--- src/rtl/core/bqup_pkg.sv ---
// ----------------------------------------------------------------------------
// bqup_pkg
// Shared types and constants for the two-queue upload planner.
// ----------------------------------------------------------------------------
package bqup_pkg;

  localparam int QUEUE_DEPTH_DEF = 16;
  localparam int SIZE_W          = 32;
  localparam int MIB_W           = 12;
  localparam int MIB_SHIFT       = 20;
  localparam logic [MIB_W-1:0] BUDGET_MIB_RST = MIB_W'(32);

  // result kinds
  localparam logic [1:0] RK_ENQ_STATUS = 2'd0;
  localparam logic [1:0] RK_ISSUED     = 2'd1;
  localparam logic [1:0] RK_DONE       = 2'd2;

  // enqueue status codes
  localparam logic [1:0] ST_ACCEPTED   = 2'd0;
  localparam logic [1:0] ST_ZERO_SIZE  = 2'd1;
  localparam logic [1:0] ST_DROPPED    = 2'd2;

  // input kinds and categories
  localparam logic KIND_ENQUEUE = 1'b0;
  localparam logic KIND_FRAME   = 1'b1;
  localparam logic CAT_HIGH     = 1'b0;
  localparam logic CAT_LOW      = 1'b1;

  typedef struct packed {
    logic              kind;
    logic              category;
    logic [SIZE_W-1:0] size_bytes;
  } in_item_t;

  typedef struct packed {
    logic [1:0]        result_kind;
    logic [1:0]        status;
    logic              job_category;
    logic [SIZE_W-1:0] job_size;
    logic [SIZE_W-1:0] budget_used;
    logic              last;
  } out_item_t;

  typedef enum logic [1:0] {
    S_IDLE,
    S_DRAIN_HI,
    S_DRAIN_LO,
    S_DONE
  } state_t;

  // controller to datapath
  typedef struct packed {
    logic enq;
    logic frame;
    logic pop_hi;
    logic pop_lo;
    logic done;
  } cmd_t;

  // datapath to controller
  typedef struct packed {
    logic hi_fit;
    logic lo_fit;
  } stat_t;

endpackage

--- src/rtl/core/bqup_ctrl.sv ---
// ----------------------------------------------------------------------------
// bqup_ctrl
// Sequencer: enqueue in idle, drain high queue, drain low queue, emit done.
// ----------------------------------------------------------------------------
module bqup_ctrl (
  input  logic              clk,
  input  logic              rst_n,
  input  logic              start,
  input  logic              in_kind,
  input  bqup_pkg::stat_t   stat_i,
  output bqup_pkg::cmd_t    cmd_o,
  output logic              busy
);
  import bqup_pkg::*;

  state_t state_r;
  state_t state_nxt;

  always_ff @(posedge clk) begin
    if (!rst_n) begin
      state_r <= S_IDLE;
    end else begin
      state_r <= state_nxt;
    end
  end

  always_comb begin
    state_nxt = state_r;
    cmd_o     = '0;
    busy      = 1'b1;
    unique case (state_r)
      S_IDLE: begin
        busy = 1'b0;
        if (start) begin
          if (in_kind == KIND_FRAME) begin
            cmd_o.frame = 1'b1;
            state_nxt   = S_DRAIN_HI;
          end else begin
            cmd_o.enq = 1'b1;
          end
        end
      end
      S_DRAIN_HI: begin
        // issue while the head fits, else move on to the low queue
        if (stat_i.hi_fit) begin
          cmd_o.pop_hi = 1'b1;
        end else begin
          state_nxt = S_DRAIN_LO;
        end
      end
      S_DRAIN_LO: begin
        if (stat_i.lo_fit) begin
          cmd_o.pop_lo = 1'b1;
        end else begin
          state_nxt = S_DONE;
        end
      end
      S_DONE: begin
        cmd_o.done = 1'b1;
        state_nxt  = S_IDLE;
      end
      default: begin
        state_nxt = S_IDLE;
      end
    endcase
  end

endmodule

--- src/rtl/core/bqup_datapath.sv ---
// ----------------------------------------------------------------------------
// bqup_datapath
// Two job FIFOs, budget register, used-byte accumulator and result register.
// ----------------------------------------------------------------------------
module bqup_datapath #(
  parameter int QUEUE_DEPTH = bqup_pkg::QUEUE_DEPTH_DEF
) (
  input  logic                            clk,
  input  logic                            rst_n,
  input  bqup_pkg::in_item_t              in_item,
  input  bqup_pkg::cmd_t                  cmd_i,
  output bqup_pkg::stat_t                 stat_o,
  input  logic                            cfg_we,
  input  logic [bqup_pkg::MIB_W-1:0]      cfg_wdata,
  output logic                            out_valid,
  output bqup_pkg::out_item_t             out_item
);
  import bqup_pkg::*;

  localparam int PW = (QUEUE_DEPTH > 1) ? $clog2(QUEUE_DEPTH) : 1;
  localparam int CW = $clog2(QUEUE_DEPTH + 1);
  localparam logic [PW-1:0] PTR_LAST = PW'(QUEUE_DEPTH - 1);
  localparam logic [CW-1:0] CNT_FULL = CW'(QUEUE_DEPTH);

  logic [SIZE_W-1:0] hi_mem [QUEUE_DEPTH];
  logic [SIZE_W-1:0] lo_mem [QUEUE_DEPTH];

  logic [PW-1:0]     hi_head_r, hi_tail_r, lo_head_r, lo_tail_r;
  logic [CW-1:0]     hi_cnt_r, lo_cnt_r;
  logic [SIZE_W-1:0] used_r;
  logic [MIB_W-1:0]  budget_mib_r;
  logic              out_valid_r;
  out_item_t         out_item_r;
  logic [SIZE_W-1:0] hi_head_sz_r, lo_head_sz_r;

  logic [SIZE_W-1:0] budget_bytes;
  logic [PW-1:0]     hi_head_nxt, lo_head_nxt;
  logic [SIZE_W:0]   hi_sum, lo_sum;
  logic              enq_zero, enq_full, wr_hi, wr_lo;
  logic [1:0]        enq_status;

  function automatic logic [PW-1:0] ptr_inc(input logic [PW-1:0] p);
    ptr_inc = (p == PTR_LAST) ? '0 : p + PW'(1);
  endfunction

  assign budget_bytes = {budget_mib_r, {MIB_SHIFT{1'b0}}};
  assign hi_head_nxt  = cmd_i.pop_hi ? ptr_inc(hi_head_r) : hi_head_r;
  assign lo_head_nxt  = cmd_i.pop_lo ? ptr_inc(lo_head_r) : lo_head_r;
  assign hi_sum       = {1'b0, used_r} + {1'b0, hi_head_sz_r};
  assign lo_sum       = {1'b0, used_r} + {1'b0, lo_head_sz_r};

  assign stat_o.hi_fit = (hi_cnt_r != '0) && (hi_sum <= {1'b0, budget_bytes});
  assign stat_o.lo_fit = (lo_cnt_r != '0) && (lo_sum <= {1'b0, budget_bytes});

  // enqueue decision: zero size wins over full
  always_comb begin
    enq_zero = (in_item.size_bytes == '0);
    enq_full = (in_item.category == CAT_LOW) ? (lo_cnt_r == CNT_FULL)
                                             : (hi_cnt_r == CNT_FULL);
    if (enq_zero) begin
      enq_status = ST_ZERO_SIZE;
    end else if (enq_full) begin
      enq_status = ST_DROPPED;
    end else begin
      enq_status = ST_ACCEPTED;
    end
    wr_hi = cmd_i.enq && !enq_zero && !enq_full && (in_item.category == CAT_HIGH);
    wr_lo = cmd_i.enq && !enq_zero && !enq_full && (in_item.category == CAT_LOW);
  end

  // write at the tail; keep the head entry in a register, bypass a write
  // into an empty queue
  always_ff @(posedge clk) begin
    if (wr_hi) begin
      hi_mem[hi_tail_r] <= in_item.size_bytes;
    end
    if (wr_lo) begin
      lo_mem[lo_tail_r] <= in_item.size_bytes;
    end
    if (wr_hi && (hi_tail_r == hi_head_nxt)) begin
      hi_head_sz_r <= in_item.size_bytes;
    end else begin
      hi_head_sz_r <= hi_mem[hi_head_nxt];
    end
    if (wr_lo && (lo_tail_r == lo_head_nxt)) begin
      lo_head_sz_r <= in_item.size_bytes;
    end else begin
      lo_head_sz_r <= lo_mem[lo_head_nxt];
    end
  end

  always_ff @(posedge clk) begin
    if (!rst_n) begin
      hi_head_r    <= '0;
      hi_tail_r    <= '0;
      hi_cnt_r     <= '0;
      lo_head_r    <= '0;
      lo_tail_r    <= '0;
      lo_cnt_r     <= '0;
      used_r       <= '0;
      budget_mib_r <= BUDGET_MIB_RST;
    end else begin
      if (cfg_we) begin
        budget_mib_r <= cfg_wdata;
      end
      if (wr_hi) begin
        hi_tail_r <= ptr_inc(hi_tail_r);
        hi_cnt_r  <= hi_cnt_r + CW'(1);
      end
      if (wr_lo) begin
        lo_tail_r <= ptr_inc(lo_tail_r);
        lo_cnt_r  <= lo_cnt_r + CW'(1);
      end
      if (cmd_i.frame) begin
        used_r <= '0;
      end else if (cmd_i.pop_hi) begin
        used_r    <= hi_sum[SIZE_W-1:0];
        hi_head_r <= hi_head_nxt;
        hi_cnt_r  <= hi_cnt_r - CW'(1);
      end else if (cmd_i.pop_lo) begin
        used_r    <= lo_sum[SIZE_W-1:0];
        lo_head_r <= lo_head_nxt;
        lo_cnt_r  <= lo_cnt_r - CW'(1);
      end
    end
  end

  // result register: one strobe per result
  always_ff @(posedge clk) begin
    if (!rst_n) begin
      out_valid_r <= 1'b0;
    end else begin
      out_valid_r <= cmd_i.enq | cmd_i.pop_hi | cmd_i.pop_lo | cmd_i.done;
    end
  end

  always_ff @(posedge clk) begin
    if (cmd_i.enq) begin
      out_item_r.result_kind  <= RK_ENQ_STATUS;
      out_item_r.status       <= enq_status;
      out_item_r.job_category <= in_item.category;
      out_item_r.job_size     <= '0;
      out_item_r.budget_used  <= used_r;
      out_item_r.last         <= 1'b1;
    end else if (cmd_i.pop_hi) begin
      out_item_r.result_kind  <= RK_ISSUED;
      out_item_r.status       <= ST_ACCEPTED;
      out_item_r.job_category <= CAT_HIGH;
      out_item_r.job_size     <= hi_head_sz_r;
      out_item_r.budget_used  <= hi_sum[SIZE_W-1:0];
      out_item_r.last         <= 1'b0;
    end else if (cmd_i.pop_lo) begin
      out_item_r.result_kind  <= RK_ISSUED;
      out_item_r.status       <= ST_ACCEPTED;
      out_item_r.job_category <= CAT_LOW;
      out_item_r.job_size     <= lo_head_sz_r;
      out_item_r.budget_used  <= lo_sum[SIZE_W-1:0];
      out_item_r.last         <= 1'b0;
    end else if (cmd_i.done) begin
      out_item_r.result_kind  <= RK_DONE;
      out_item_r.status       <= ST_ACCEPTED;
      out_item_r.job_category <= CAT_HIGH;
      out_item_r.job_size     <= '0;
      out_item_r.budget_used  <= used_r;
      out_item_r.last         <= 1'b1;
    end
  end

  assign out_valid = out_valid_r;
  assign out_item  = out_item_r;

endmodule

--- src/rtl/core/budgeted_two_queue_upload_planner.sv ---
// ----------------------------------------------------------------------------
// budgeted_two_queue_upload_planner
// Strict-priority planner over two job FIFOs with a per-frame byte budget.
// ----------------------------------------------------------------------------
//   channel  ports                          direction  handshake
//   input    start, busy, in_item           in         start & !busy
//   result   out_valid, out_item            out        out_valid, one cycle
//   config   cfg_we, cfg_wdata              in         cfg_we
//
// An enqueue item keeps busy low, and its status result shows on the cycle
// after acceptance. A frame item is accepted, then busy stays high while the
// planner issues one job per cycle out of the FIFO heads, switches to the low
// FIFO, leaves it and emits the done result. The budget add-and-compare on
// the registered FIFO head sets that one-job-per-cycle pace.
// Reset (rst_n low, synchronous) empties both queues, clears the accumulator
// and loads a 32 MiB budget. The receiver cannot stall: each result is
// valid for exactly one cycle.
// ----------------------------------------------------------------------------
module budgeted_two_queue_upload_planner #(
  parameter int QUEUE_DEPTH = bqup_pkg::QUEUE_DEPTH_DEF
) (
  input  logic                        clk,
  input  logic                        rst_n,
  input  logic                        start,
  output logic                        busy,
  input  bqup_pkg::in_item_t          in_item,
  output logic                        out_valid,
  output bqup_pkg::out_item_t         out_item,
  input  logic                        cfg_we,
  input  logic [bqup_pkg::MIB_W-1:0]  cfg_wdata
);
  import bqup_pkg::*;

  cmd_t  cmd;
  stat_t stat;

  // sequencer: decides what the datapath does each cycle
  bqup_ctrl u_ctrl (
    .clk     (clk),
    .rst_n   (rst_n),
    .start   (start),
    .in_kind (in_item.kind),
    .stat_i  (stat),
    .cmd_o   (cmd),
    .busy    (busy)
  );

  // queues, budget and result register
  bqup_datapath #(
    .QUEUE_DEPTH (QUEUE_DEPTH)
  ) u_datapath (
    .clk       (clk),
    .rst_n     (rst_n),
    .in_item   (in_item),
    .cmd_i     (cmd),
    .stat_o    (stat),
    .cfg_we    (cfg_we),
    .cfg_wdata (cfg_wdata),
    .out_valid (out_valid),
    .out_item  (out_item)
  );

endmodule
--- config.mk ---
export PLATFORM = sky130hd
export DESIGN_NAME = budgeted_two_queue_upload_planner
export DESIGN_NICKNAME = d
export VERILOG_FILES = /design/src/rtl/core/bqup_pkg.sv /design/src/rtl/core/bqup_ctrl.sv /design/src/rtl/core/bqup_datapath.sv /design/src/rtl/core/budgeted_two_queue_upload_planner.sv
export SDC_FILE = /design/constraint.sdc
export NUM_CORES = 1
export LEC_CHECK = 0
export BUFFER_PORTS_ARGS = -buffer_cell sky130_fd_sc_hd__buf_2
export CORE_ASPECT_RATIO = 1.4
export CORE_MARGIN = 2
export CORE_UTILIZATION = 55
export CTS_CLUSTER_DIAMETER = 100
export CTS_CLUSTER_SIZE = 10
export DETAILED_ROUTE_END_ITERATION = 16
export PLACE_DENSITY = 0.74
export SLEW_MARGIN = 0
export SYNTH_ARGS = -nofsm -noshare
export SYNTH_HDL_FRONTEND = slang
export SYNTH_SLANG_ARGS = --single-unit
export TNS_END_PERCENT = 30
--- constraint.sdc ---
create_clock -name clk -period 8.7 [get_ports clk]
set_input_delay 0.87 -clock clk [delete_from_list [all_inputs] [get_ports clk]]
set_output_delay 0.87 -clock clk [all_outputs]
set_load 0.05 [all_outputs]
Word level (Yosys, flattened, before mapping)
Memory sizes are Yosys's and may differ from the RTL's. A register that Yosys moved wholly into a read port is not among the register bits.
Index checks and enable logic that the tools add are counted.
- memories kept: 2
- memory bits (writable): 1024
- input bits: 50
- register bits after elaboration: 143
- word-level logic and storage cells: 112
- memory list (name ; words ; bits a word ; rd ports ; clocked after Yosys merged registers in ; write ports ; line ; RTL):
    u_datapath.hi_mem ; 16 ; 32 ; 1 ; 1 ; 1 ; bqup_datapath.sv:25 ; logic [SIZE_W-1:0] hi_mem [QUEUE_DEPTH];
    u_datapath.lo_mem ; 16 ; 32 ; 1 ; 1 ; 1 ; bqup_datapath.sv:26 ; logic [SIZE_W-1:0] lo_mem [QUEUE_DEPTH];
- reduce and logical (&&, ||, !) cells: 20
- magnitude comparators: 2
- bitwise logic cells: 7
- multiplexer cells: 41
- eq/ne operators: 13
- add/sub/neg operators: 10
- operators with widths (operator ; count):
    $mux W69 ; 3
    $mux W68 ; 1
    $add A32 B32 Y33 ; 2
    $le A33 B32 Y1 ; 2
    $mux W32 ; 2
    $mux W5 ; 7
    $logic_not A32 Y1 ; 1
    $mux W4 ; 6
    $add A4 B1 Y4 const B ; 4
    $eq A4 B4 Y1 const B ; 4
    $mux W2 ; 8
    $mux W1 ; 13
    $add A5 B1 Y5 const B ; 2
    $eq A5 B5 Y1 const B ; 2
    $reduce_bool A5 Y1 ; 2
    $sub A5 B1 Y5 const B ; 2
    $ne A2 B2 Y1 const B ; 4
    $pmux W2 S4 ; 1
    $logic_and A1 B1 Y1 ; 6
    $eq A2 B2 Y1 const B ; 2
    $not A1 Y1 ; 4
    $reduce_and A4 Y1 ; 1
    $reduce_bool A4 Y1 ; 1
    $or A1 B1 Y1 ; 3
    other kinds (9) ; 10

Depth between registers and ports, before layout
Gate-level depths: netlist of the first run.
- depth after elaboration: 10
- mapped depth: 30
- depth with buffers taken out: 25

Cells and area by module
From an unflattened synthesis of the first run, not the netlist that was laid out.
- cells, all modules: 2745
- area, all modules: 49068.3 um2
- modules (own cells, without submodules) (module ; seq. area each (um2) ; instances ; area an instance (um2) ; cells an instance):
    bqup_datapath ; 34082.7 ; 1 ; 48861.9 ; 2722
    bqup_ctrl ; 40.0 ; 1 ; 206.4 ; 23

Worst setup path after synthesis of the first run
No wires, ideal clock.
- path type: reg-to-reg
- from: register with a tool-made name
- to: register u_datapath.out_item_r (netlist bit u_datapath.out_item[10]) (enable)
- path slack: 0.013 ns
- arrival: 8.294 ns
- setup time: 0.393 ns
- buffers on the path: 4
- cell stages (with the launch flop): 28
- cell sequence: dfxtp_1 > clkbuf_1 > buf_1 > mux4_2 > mux4_2 > ha_1 > a21o_1 > and4_1 > buf_2 > o21a_1 > o311ai_0 > a21boi_0 > o21a_1 > nor2_1 > or4b_2 > o211ai_1 > ha_1 > nand3_1 > nor3_1 > nand2_1 > or3_1 > or4b_1 > or3_1 > or4_4 > and2_4 > buf_6 > nand2_1 > or3_1
- RTL lines (what ; line ; RTL):
    end: declaration ; bqup_datapath.sv:33 ; out_item_t out_item_r;

==> impl_metrics.tcl, run 1 <==
set metrics [dict create \
    max_cap_viol_count 0 \
    worstSkewPairLatency_ns 0.76 \
    wl_per_cell_microns 31.6 \
    antenna_left 0 \
    dominantRegCellSynth "sky130_fd_sc_hd__edfxtp_1" \
    worst-endpoint-required_ns 9.16 \
    yosysTopAreaCellShare 0.636 \
    critical_path_arrival_ns 9.01 \
    tightest_slew_ns 1.23 \
    synthesis.area_per_instance_sq_um 17.3 \
    routed_wirelength_microns 137000 \
    slew_viol_final 0 \
    drt_drc_violations_left 0 \
    clkSlewWorstSetupHoldPaths_ns 0.06 \
    total_vias_in_the_final_route 29500 \
    yosysMostFrequentCell "sky130_fd_sc_hd__edfxtp_1" \
    end_kind "flip-flop" \
    grt_max_degree 80 \
    synthesis.nets 3051 \
    cts-root-buf "sky130_fd_sc_hd__clkbuf_16" \
    first_iter_violations 4030 \
    synth.ff_latch_count 1175 \
    post_route_fraction_of_the_period_consumed_by_the_critical_path 0.982 \
    worst_path_most_repeated_cell "sky130_fd_sc_hd__nand3_1" \
    ff_latch_area_sq_um 34100 \
    multi_input_comb_area_sq_um 15300 \
    clock-sinks 1175 \
    drive_above_1_share 0.245 \
    vdd.ir_drop.worst_uv 150 \
    cts-buffers-inserted 135 \
    global_route_congestion_overflow_total 0 \
    post-dp-hpwl_microns 81500 \
    cp_num_cells 27 \
    first_pass_grt_wire_length_microns 198000 \
    final_period_minus_worst_setup_slack_ns 8.55 \
    tritoncts_clock_tree "yes" \
    timing.hold.worst_path_depth 3 \
    synthArstFlopShare 0 \
    finish.utilization 0.629 \
    yosys.area.top_type "sky130_fd_sc_hd__edfxtp_1" \
    critPathMaxStageDelay_ns 0.56 \
    worst_hold_path_type "input pin to flip-flop" \
    critPathSlowestCell "sky130_fd_sc_hd__mux4_2" \
    leakage_uw 0.0183 \
    final.fill_count 6058 \
    cts.htree.levels 4 \
    ys_top_cells_by_area "sky130_fd_sc_hd__edfxtp_1 64%, sky130_fd_sc_hd__mux4_2 14%, sky130_fd_sc_hd__dfxtp_1 4.6%" \
    start_kind "flip-flop" \
    die-area_sq_um 93400 \
    rows 130 \
    setup_tns_ns 0 \
    cp_top_family "simple AND/OR/NAND/NOR gates" \
    slew-limit-headroom 0.176 \
    critical_path_buf_inv_count 3 \
    cts.path.max_buffers 3 \
    placeableCoreArea_sq_um 89900 \
    die_h_microns 361 \
    floorplan.initialDensity 0.556 \
    grt_pass1_vias 29500 \
    sequential_area_share_after_synthesis 0.682 \
    finalHoldViolCount 0 \
    setup_viol_count_final 0 \
    netlist_top_cells_count "1,059 x sky130_fd_sc_hd__edfxtp_1, 320 x sky130_fd_sc_hd__mux4_2, 197 x sky130_fd_sc_hd__a21oi_1" \
    cellPowerDensity_nw_per_um2 237 \
    hold_buffers 0 \
    worst_r2r_path_depth 27 \
    achievable-frequency_mhz 117 \
    place_congestion 1.00 \
    area_growth_pct 13.1 \
    die_width_microns 259 \
    firstDrtPassIters 6 \
    worstPathMaxFanout 31 \
    port_buffers 121 \
    synth_cells 2892 \
    design.portCount 122 \
    grt_usage 0.294 \
    synth.yosys.warnings 0 \
    count_of_flip_flops_with_a_built_in_enable_after_synthesis 1059 \
    number_of_antenna_violations_at_the_first_check_in_global_routing 9 \
    synth_area_sq_um 50000 \
    nNetsFinal 3252 \
    synth_cell_types 88 \
    status "complete, no violations" \
    timing_worst_setup_path_type "flip-flop to flip-flop" \
    finalClockSkew_ns 0.0314 \
    viasPerCell 6.79 \
]
-- timing repair --
item	CTS	global route
buffers inserted	3	1
gates cloned	0	3
setup endpoints to repair	9	97
gates resized for setup	0	10
endpoints found under the hold margin	0	0
pin swaps	1	1
-- report_power, final --
part | switching [uW] | leakage, uW | total (uW) | internal [uW]
clock network | 2190 | 0.00183 | 5070 | 2870
logic | 1280 | 0.00600 | 1880 | 609
registers | 138 | 0.0105 | 6460 | 6330
-- logic make-up after synthesis --
group,after synthesis,share of synthesized area
buffers and inverters,208,0.0165
multiplexers,353,0.151
AO/OA/AOI/OAI,518,0.0660
flip-flops,1175,0.682
adder cells (fa/ha/maj),109,0.0276
AND/OR/NAND/NOR,483,0.0488
XOR/XNOR,46,0.00806
-- sequential cells by signal, indices dropped and copies added (netlist names), named ones only --
register and cells:
u_ctrl.state_r 2, u_datapath.budget_mib_r 12, u_datapath.hi_cnt_r 5, u_datapath.hi_head_r 4, u_datapath.hi_mem 512, u_datapath.hi_tail_r 4
u_datapath.lo_cnt_r 5, u_datapath.lo_head_r 4, u_datapath.lo_mem 512, u_datapath.lo_tail_r 4, u_datapath.out_item 70, u_datapath.out_valid 1
u_datapath.used_r 32
-- cells in the final DEF (no fill, tap or decap), types with 20 or more instances in the layout --
cell and instances:
sky130_fd_sc_hd__mux2i_1 29, sky130_fd_sc_hd__a21oi_1 195, sky130_fd_sc_hd__a31oi_1 25, sky130_fd_sc_hd__buf_4 80
sky130_fd_sc_hd__nand2_1 122, sky130_fd_sc_hd__o21ai_0 96, sky130_fd_sc_hd__buf_2 121, sky130_fd_sc_hd__a211oi_1 25
sky130_fd_sc_hd__nand3_1 34, sky130_fd_sc_hd__nor3_1 40, sky130_fd_sc_hd__nor2_1 84, sky130_fd_sc_hd__inv_1 53
sky130_fd_sc_hd__xnor2_1 26, sky130_fd_sc_hd__edfxtp_1 1059, sky130_fd_sc_hd__o21a_1 20, sky130_fd_sc_hd__clkbuf_16 138
sky130_fd_sc_hd__ha_1 107, sky130_fd_sc_hd__dfxtp_1 108, sky130_fd_sc_hd__clkbuf_1 50, sky130_fd_sc_hd__nor2_4 24
sky130_fd_sc_hd__nand2b_1 52, sky130_fd_sc_hd__a21o_1 21, sky130_fd_sc_hd__mux4_2 320
-- final timing paths --
path	endpoint	from	slack (ns)
setup / recovery	u_datapath.out_item[31]	flip-flop	0.15
hold / removal	u_datapath.budget_mib_r[5]	cfg_wdata[5]	0.34
setup reg to reg	u_datapath.out_item[31]	flip-flop	0.15
hold reg to reg	u_datapath.out_item[68]	u_datapath.out_item[68]	0.48
-- layout make-up --
| cell class | count | area share |
|---|---|---|
| Inverter | 54 | 0.00358 |
| Clock buffer | 186 | 0.0635 |
| Sequential cell | 1175 | 0.604 |
| Clock inverter | 14 | 0.00396 |
| Tap cell | 1188 | 0.0263 |
| Timing Repair Buffer | 217 | 0.0275 |
| Antenna cell | 3 | 0.000133 |
| Multi-Input combinational cell | 1510 | 0.271 |
-- per-layer routing --
metal / share of wire / global-route usage
met2: 0.51 / 0.493
met4: 0.040 / 0.118
met1: 0.36 / 0.380
met3: 0.088 / 0.0556
met5: 0.00022 / 0
-- worst min-delay path: cells and delay by family --
| family | cells | cell delay, ns |
|---|---|---|
| buf+inv | 1 | 0.08 |
| compound gates | 1 | 0.07 |
| simple gates | 1 | 0.04 |
-- metrics by stage --
| step | instance area, sq um | hold slack [ns] | power (uW) | instances | worst slack [ns] |
|---|---|---|---|---|---|
| 2_1_floorplan | 50000 | 0.456 | 7790 | 2892 | 0.0127 |
| 3_3_place_gp | 52600 | 0.464 | 8370 | 4137 | 0.0771 |
| 3_5_place_dp | 52600 | 0.472 | 8420 | 4137 | -0.0283 |
| 4_1_cts | 56400 | 0.296 | 13400 | 4340 | 0.197 |
| 5_1_grt | 56500 | 0.352 | 13800 | 4344 | -0.0480 |
| 6_report | 56500 | 0.344 | 13400 | 4347 | 0.153 |
No activity file was read; power rests on OpenSTA's default activity.
==> run 2, diff against run 1 <==
--- a/config.mk
+++ b/config.mk
@@ -9,10 +9,11 @@
 export CORE_ASPECT_RATIO = 1.4
 export CORE_MARGIN = 2
 export CORE_UTILIZATION = 55
+export CTS_BUF_LIST = sky130_fd_sc_hd__clkbuf_2 sky130_fd_sc_hd__clkbuf_4 sky130_fd_sc_hd__clkbuf_8
 export CTS_CLUSTER_DIAMETER = 100
 export CTS_CLUSTER_SIZE = 10
 export DETAILED_ROUTE_END_ITERATION = 16
-export PLACE_DENSITY = 0.74
+export PLACE_DENSITY = 0.71
 export SLEW_MARGIN = 0
 export SYNTH_ARGS = -nofsm -noshare
 export SYNTH_HDL_FRONTEND = slang
==> constraint.sdc (replaced) <==
create_clock -name clk -period 10.15 [get_ports clk]
set_input_delay 0.5075 -clock clk [delete_from_list [all_inputs] [get_ports clk]]
set_output_delay 0.5075 -clock clk [all_outputs]
set_load 0.05 [all_outputs]
==> impl_metrics.tcl, run 2 (synthesis results as in run 1) <==
set metrics [dict create \
    cts-root-buf "sky130_fd_sc_hd__clkbuf_8" \
    met1_track_utilization_from_global_routing 0.377 \
    grt_usage 0.282 \
    critPathSlowestCell "sky130_fd_sc_hd__dfxtp_4" \
    setup_viol_count_final 0 \
    grt.met3_usage 0.0437 \
    final_period_minus_worst_setup_slack_ns 9.33 \
    critical_path_buf_inv_count 1 \
    min_to "u_ctrl.state_r[1]" \
    finalHoldViolCount 0 \
    clock-sinks 1175 \
    routed_wirelength_microns 130000 \
    worst_hold_path_type "input pin to flip-flop" \
    design.portCount 122 \
    critical_path_arrival_ns 10.02 \
    busiest_layer "met2" \
    first_pass_grt_wire_length_microns 189000 \
    worst_hold_slack_ns 0.0922 \
    setup_tns_ns 0 \
    rows 130 \
    gr-usage-met2 0.470 \
    post-dp-hpwl_microns 81200 \
    start_kind "flip-flop" \
    grt_setup_unrepaired "no" \
    wl_per_cell_microns 30.1 \
    status "complete, no violations" \
    die-area_sq_um 93400 \
    clkSlewWorstSetupHoldPaths_ns 0.09 \
    slew_viol_final 0 \
    mostFrequentLayoutCell "sky130_fd_sc_hd__edfxtp_1" \
    port_buffers 121 \
    cts.path.max_buffers 3 \
    drt_drc_violations_left 0 \
    worstSkewPairLatency_ns 0.89 \
    final_cell_mix "1,059 x sky130_fd_sc_hd__edfxtp_1, 320 x sky130_fd_sc_hd__mux4_2, 197 x sky130_fd_sc_hd__a21oi_1, 139 x sky130_fd_sc_hd__clkbuf_8, 122 x sky130_fd_sc_hd__nand2_1" \
    firstDrtPassIters 6 \
    final.fill_count 6366 \
    die_h_microns 361 \
    grt_pass1_vias 28500 \
    finalClockSkew_ns 0.0529 \
    cp_top_family "simple AND/OR/NAND/NOR gates" \
    area_growth_pct 9.64 \
    grt_max_degree 109 \
    finalNonFillerCells 4327 \
    floorplan.initialDensity 0.556 \
    pre_cts_slack_ns 0.846 \
    global_route_congestion_overflow_total 0 \
    postPlaceCellArea_sq_um 52300 \
    worstPathMaxFanout 38 \
    achievable-frequency_mhz 107 \
    cts-buffers-inserted 135 \
    nNetsFinal 3239 \
    leakage_uw 0.0176 \
    regToRegEndpoint "u_datapath.out_item[18]" \
    timing_worst_setup_path_type "flip-flop to flip-flop" \
    max_cap_viol_count 0 \
    first_iter_violations 3126 \
    slew-limit-headroom 0.160 \
    viasPerCell 6.56 \
    die_width_microns 259 \
    placeableCoreArea_sq_um 89900 \
    timing.hold.worst_path_depth 5 \
    final.setup.worst_slack_ns 0.819 \
    cellPowerDensity_nw_per_um2 185 \
    final_cell_area_sq_um 54800 \
    end_kind "flip-flop" \
    post_route_fraction_of_the_period_consumed_by_the_critical_path 0.919 \
    number_of_antenna_violations_at_the_first_check_in_global_routing 5 \
    place_congestion 0.935 \
    tightest_slew_ns 1.26 \
    dp_cells 4118 \
    worst-endpoint-required_ns 10.84 \
    drive_above_1_share 0.251 \
    total_vias_in_the_final_route 28400 \
    vdd.ir_drop.worst_uv 110 \
    holdCritStartpoint "start" \
    tritoncts_clock_tree "yes" \
    antenna_left 0 \
    critPathMaxStageDelay_ns 0.86 \
    cts.htree.levels 4 \
    worst_r2r_path_depth 25 \
    setup.reg_to_reg.worst_slack_ns 0.82 \
]
[run 2: cell count changes in the layout (fill, tap and decap cells not counted), moves of 3 or more]
| cell | previous run | this run |
|---|---|---|
| sky130_fd_sc_hd__clkbuf_8 | 0 | 139 |
| sky130_fd_sc_hd__clkbuf_16 | 138 | 0 |
| sky130_fd_sc_hd__clkbuf_1 | 50 | 0 |
| sky130_fd_sc_hd__clkbuf_4 | 0 | 43 |
| sky130_fd_sc_hd__buf_4 | 80 | 66 |
| sky130_fd_sc_hd__dlygate4sd3_1 | 0 | 13 |
| sky130_fd_sc_hd__buf_12 | 10 | 5 |
| sky130_fd_sc_hd__clkinv_8 | 5 | 1 |
| sky130_fd_sc_hd__buf_16 | 3 | 0 |
| sky130_fd_sc_hd__clkinvlp_4 | 1 | 4 |
[run 2: layer usage]
layer / vias to the layer above / wire length, microns
li1: 12100 / -
met1: 14700 / 50100
met2: 1359 / 65900
met3: 256 / 9590
met4: 4 / 4390
met5: - / 30
[run 2: report_power, final]
part           leakage (uW)  total (uW)  switching, uW  internal, uW
clock network       0.00125        3050           1630          1420
logic               0.00587        1570           1070           505
registers            0.0105        5540            130          5410
[run 2: worst min-delay path: stages]
cell                      delay [ns]
sky130_fd_sc_hd__buf_2          0.11
sky130_fd_sc_hd__nand2_1        0.07
sky130_fd_sc_hd__nand2_1        0.05
sky130_fd_sc_hd__nand2_1        0.11
sky130_fd_sc_hd__mux2i_1        0.08
[run 2: repair_timing]
action                                 4_1_cts  5_1_grt
gates resized for setup                      0        0
hold buffers                                13        0
buffers inserted                             0        0
endpoints found under the hold margin       13        0
setup endpoints to repair                    0        0
[run 2: worst max path at each step]
stage,cells past startpoint,from,to,slack (ns)
after floorplan,27,flip-flop,u_datapath.out_item[10],1.46
after global placement,26,flip-flop,u_datapath.out_item[18],0.90
after detailed placement,25,flip-flop,u_datapath.out_item[18],0.85
after CTS,25,flip-flop,u_datapath.out_item[18],0.83
after global routing,26,flip-flop,u_datapath.out_item[27],0.26
final,25,flip-flop,u_datapath.out_item[18],0.82
[run 2: area by class of cell]
class,count,area (sq um),share of cell area
inverters,54,203,0.00370
multi-input cells,1509,15300,0.279
clock inverters,13,125,0.00228
well taps,1188,1490,0.0271
repair buffers,205,1330,0.0243
diodes,1,2.50,0.0000456
clock buffers,182,2240,0.0408
flip-flops and latches,1175,34100,0.623
[run 2: per-stage QoR]
stage                      util  power, uW
after floorplan               -       6670
after detailed placement  0.582       7210
after global placement    0.582       7180
final                     0.610      10200
after CTS                 0.610      10200
after global routing      0.610      10500
